===== src/hdl/rtdf_pkg.sv =====
// Shared constants and types for the RTD code to Fahrenheit converter.
package rtdf_pkg;

  localparam int CODE_W = 15;
  localparam int RES_W  = 17;
  localparam int TEMP_W = 16;
  localparam int DISC_W = 46;
  localparam int PROD_W = 45;
  localparam int RAD_W  = 56;
  localparam int ROOT_W = RAD_W / 2;
  localparam int REM_W  = ROOT_W + 2;
  localparam int NUM_W  = 30;
  localparam int X_W    = NUM_W - 6;
  localparam int RCP_W  = 26;
  localparam int QE_W   = X_W + RCP_W - 32;

  localparam logic [DISC_W-1:0] DISC_BASE  = 46'd57621901770752;
  localparam logic [29:0]       DISC_SLOPE = 30'd993300000;
  localparam logic [8:0]        R_REF      = 9'd430;
  localparam logic [NUM_W-1:0]  NUM_BASE   = 30'd581337504;
  localparam logic [RCP_W-1:0]  RECIP_77   = 26'd55778796;
  localparam logic [6:0]        DIV_77     = 7'd77;
  localparam logic [TEMP_W-1:0] TEMP_BIAS  = 16'd20000;

  typedef struct packed {
    logic              vld;
    logic [RAD_W-1:0]  rad;
    logic [REM_W-1:0]  rem;
    logic [ROOT_W-1:0] root;
    logic [RES_W-1:0]  res;
  } sqrt_stage_t;

  typedef struct packed {
    logic              vld;
    logic [RES_W-1:0]  res;
    logic [TEMP_W-1:0] temp;
  } temp_result_t;

endpackage


===== src/hdl/rtdf_sqrt_cell.sv =====
// One cell of the pipelined square root: resolves a single root bit per cycle.
module rtdf_sqrt_cell (
  input  logic                 clk,
  input  logic                 rst_n,
  input  rtdf_pkg::sqrt_stage_t stage_in,
  output rtdf_pkg::sqrt_stage_t stage_out
);

  logic [rtdf_pkg::REM_W+1:0] trial;
  logic [rtdf_pkg::REM_W+1:0] cand;
  rtdf_pkg::sqrt_stage_t      stage_nxt;
  rtdf_pkg::sqrt_stage_t      stage_r;

  assign trial = {stage_in.rem, stage_in.rad[rtdf_pkg::RAD_W-1 -: 2]};
  assign cand  = (rtdf_pkg::REM_W+2)'({stage_in.root, 2'b01});

  always_comb begin
    stage_nxt     = stage_in;
    stage_nxt.rad = {stage_in.rad[rtdf_pkg::RAD_W-3:0], 2'b00};
    if (trial >= cand) begin
      stage_nxt.rem  = rtdf_pkg::REM_W'(trial - cand);
      stage_nxt.root = {stage_in.root[rtdf_pkg::ROOT_W-2:0], 1'b1};
    end else begin
      stage_nxt.rem  = trial[rtdf_pkg::REM_W-1:0];
      stage_nxt.root = {stage_in.root[rtdf_pkg::ROOT_W-2:0], 1'b0};
    end
  end

  always_ff @(posedge clk) begin
    stage_r.rad  <= stage_nxt.rad;
    stage_r.rem  <= stage_nxt.rem;
    stage_r.root <= stage_nxt.root;
    stage_r.res  <= stage_nxt.res;
    if (!rst_n) begin
      stage_r.vld <= 1'b0;
    end else begin
      stage_r.vld <= stage_nxt.vld;
    end
  end

  assign stage_out = stage_r;

  // The partial remainder never exceeds twice the partial root.
  a_rem_bound: assert property (@(posedge clk) disable iff (!rst_n)
    stage_r.vld |-> ({1'b0, stage_r.rem} <= {stage_r.root, 1'b0}))
    else $error("square root remainder out of bound");

endmodule


===== config.mk =====
export PLATFORM = sky130hd
export DESIGN_NAME = rtdf_sqrt_cell
export DESIGN_NICKNAME = d
export VERILOG_FILES = /design/src/hdl/rtdf_pkg.sv /design/src/hdl/rtdf_sqrt_cell.sv
export SDC_FILE = /design/constraint.sdc
export NUM_CORES = 1
export LEC_CHECK = 0
export BUFFER_PORTS_ARGS = -buffer_cell sky130_fd_sc_hd__buf_2
export CAP_MARGIN = 20
export CORE_AREA = 2 2 103 105
export CTS_BUF_LIST = sky130_fd_sc_hd__clkbuf_4
export CTS_CLUSTER_SIZE = 40
export DETAILED_ROUTE_END_ITERATION = 6
export DIE_AREA = 0 0 105 107
export HOLD_SLACK_MARGIN = 0.06
export PLACE_DENSITY = 0.87
export SYNTH_ARGS = -nofsm -noshare
export SYNTH_HDL_FRONTEND = slang
export SYNTH_SLANG_ARGS = --single-unit
export TNS_END_PERCENT = 20

===== constraint.sdc =====
create_clock -name clk -period 4.8 [get_ports clk]
set_clock_uncertainty 0.15 [all_clocks]
set_input_delay 0.96 -clock clk [delete_from_list [all_inputs] [get_ports clk]]
set_output_delay 0.96 -clock clk [all_outputs]
set_load 0.01 [all_outputs]

==> results.json <==
{
  "yosysUniqueCellTypes": 63,
  "post-route-util_pct": 66.1,
  "ys.flop_type": "dfxtp_1",
  "setup_viol": 0,
  "wl_um": 15100,
  "n_fill_cell": 849,
  "cp.buffers_inverters": 3,
  "drtIter0Drc": 257,
  "overflow": 0,
  "antenna_left": 0,
  "grt_max_degree": 44,
  "hold_buffers": 0,
  "first_pass_iters": 5,
  "start_kind": "input port",
  "yosysMostFrequentCell": "dfxtp_1",
  "tns_ps": 0,
  "syn_inst": 505,
  "die_y_um": 107,
  "dieWidth_um": 105,
  "gp_congestion": 0.879,
  "htreeDepth": 4,
  "place_area_mm2": 0.00637,
  "antenna_found_initial": 0,
  "register_area_mm2": 0.00260,
  "path_max_fanout": 43,
  "hold-path-cell-count": 1,
  "critPathTopFamily": "compound AO/OA/AOI/OAI gates",
  "drv_cap": 0,
  "tightestPinTransition_ps": 704,
  "power.density_mw_per_mm2": 389,
  "ys_seq_area_share_pct": 52.3,
  "die-area_mm2": 0.0112,
  "drcViolationCount": 0,
  "leakagePower_nw": 3.35,
  "post-route-min-period_ps": 3150,
  "multi_input_area_mm2": 0.00211,
  "hp-class": "in2reg",
  "crit_required_ps": 5090,
  "syn_area_per_cell_um2": 9.86,
  "crit_path_cell_trace": "buf_2 > inv_1 > ha_1 > a2111oi_0 > a211oi_2 > o21ai_2 > a21oi_2 > o21ai_4 > inv_2 > nand2_1 > o311a_1",
  "synth_area_mm2": 0.00498,
  "finalHoldViolCount": 0,
  "synth_common_cells": "dfxtp_1 (130), a21oi_1 (45), inv_1 (43), nor2_1 (39), nand2_1 (33)",
  "row_count": 37,
  "cts_sinks": 130,
  "cts_setup_buffers": 0,
  "end_kind": "flip-flop",
  "via_count": 4644,
  "cts_made_buffers": 17,
  "status": "finished, final reports clean",
  "synth_area_leaders": "dfxtp_1 (52%), ha_1 (7.5%), a21oi_1 (4.5%)",
  "yosys_warnings": 0,
  "fin_nets": 937,
  "cts_tree": "done",
  "async_reset_ff_share_pct": 0,
  "crit_type": "in2reg",
  "detail_route.wl_per_cell_um": 16.3,
  "relSlewSlack_pct": 53.0,
  "rsz0062_at_grt": "no",
  "hp-start": "stage_in[128]",
  "largest_reg_flops": 130,
  "yosys.area.top_type_share_pct": 52.3,
  "grt_util_all_layers_pct": 27.0,
  "area_growth_syn_to_layout_pct": 34.0,
  "synth_top_area_cell": "dfxtp_1",
  "portBuffers": 263,
  "clockRootBuffer": "clkbuf_4",
  "grt_pass1_wl_um": 23300,
  "stdcell_area_mm2": 0.00667,
  "initial_core_util_pct": 49.3,
  "core_mm2": 0.0101,
  "synth_edf_count": 0,
  "dp_hpwl_um": 12200,
  "report.final.slew_viol_count": 0,
  "period_share_pct": 65.7,
  "vdd_drop_max_mv": 0.241,
  "viasPerCell": 5.04,
  "ioPinCount": 266,
  "grt_pass1_vias": 4567,
  "cpMaxStageDelayCell": "inv_2",
  "hold-path-endpoint": "stage_out[130]$_DFF_P_",
  "ys_ff_latch": 130,
  "ctsResizeCount": 0,
  "cp.arrival_ps": 3450,
  "clock_path_buffers": 2,
  "drive_above_1_share_pct": 39.6,
  "fmax_ghz": 0.317,
  "clk_pin_slew_ps": 110,
  "cp_slowest_stage_delay_ps": 530
}
per-layer routing:
layer | global-route usage [%] | vias to the layer above | wire length, um
met2 | 49.3 | 197 | 7880
met3 | 7.84 | 18 | 963
met1 | 30.5 | 2142 | 5950
li1 | - | 2285 | -
met5 | 0 | - | 50
met4 | 7.81 | 2 | 222
layout make-up:
cell class,instances,area share [%]
diodes,1,0.0375
clock buffers,21,2.36
clock inverters,10,2.04
inverters,44,2.48
multi-input cells,316,31.7
flip-flops and latches,130,39.0
well taps,136,2.55
repair buffers,264,19.8
worst max-delay path by stage:
stage	slack, ps	cells past startpoint	end	start
2_1_floorplan	1840	11	stage_out[70]$_DFF_P_	stage_in[22]
3_3_place_gp	1170	10	stage_out[67]$_DFF_P_	stage_in[37]
3_5_place_dp	1080	11	stage_out[67]$_DFF_P_	stage_in[22]
4_1_cts	1660	11	stage_out[67]$_DFF_P_	stage_in[22]
5_1_grt	1370	11	stage_out[67]$_DFF_P_	stage_in[22]
6_report	1650	11	stage_out[67]$_DFF_P_	stage_in[22]
cells by family (layout without fill, tap and decap cells):
family	count (synthesis)	after routing	share of synthesized area, %
AO/OA/AOI/OAI	130	130	17.8
adder cells (fa/ha/maj)	30	30	7.54
other	1	3	0.0753
multiplexers	1	1	0.201
AND/OR/NAND/NOR	132	132	13.0
XOR/XNOR	21	21	3.69
flip-flops	130	130	52.3
buffers and inverters	60	339	5.38
power breakdown:
part	leakage, nW	total (mW)	switching [mW]	internal [mW]
combinational	2.10	0.612	0.359	0.253
sequential	1.10	1.22	0.0289	1.19
clock	0.157	0.761	0.382	0.379
per-stage QoR:
stage | hold slack, ps | worst slack [ps] | instances | total power, mW
finish | 360 | 1650 | 922 | 2.59
global placement | 912 | 1170 | 890 | 1.84
floorplan | 838 | 1840 | 506 | 1.61
CTS | 327 | 1660 | 921 | 2.61
global route | 313 | 1370 | 921 | 2.73
detailed placement | 914 | 1080 | 890 | 1.86
cells in the final DEF, fill, tap and decap left out, types with 3 or more instances in the layout:
| cell | n |
|---|---|
| and4_1 | 3 |
| buf_2 | 263 |
| and3_1 | 5 |
| xnor2_1 | 12 |
| dfxtp_1 | 130 |
| a21oi_1 | 45 |
| a211oi_1 | 3 |
| o211ai_1 | 5 |
| o21ai_0 | 16 |
| nor3_1 | 14 |
| nand2_1 | 33 |
| o21ai_1 | 7 |
| a21oi_2 | 4 |
| xor2_1 | 9 |
| nand2b_1 | 3 |
| a21boi_0 | 4 |
| a21o_1 | 9 |
| ha_1 | 30 |
| o31ai_1 | 4 |
| a211oi_2 | 3 |
| nand3_1 | 7 |
| clkbuf_4 | 21 |
| and2_1 | 6 |
| or3_1 | 4 |
| nand4_1 | 4 |
| o21a_1 | 5 |
| nor2b_1 | 3 |
| nor3b_1 | 3 |
| nor2_1 | 39 |
| bufinv_16 | 3 |
| inv_1 | 43 |
No activity file was read; power rests on OpenSTA's default activity.
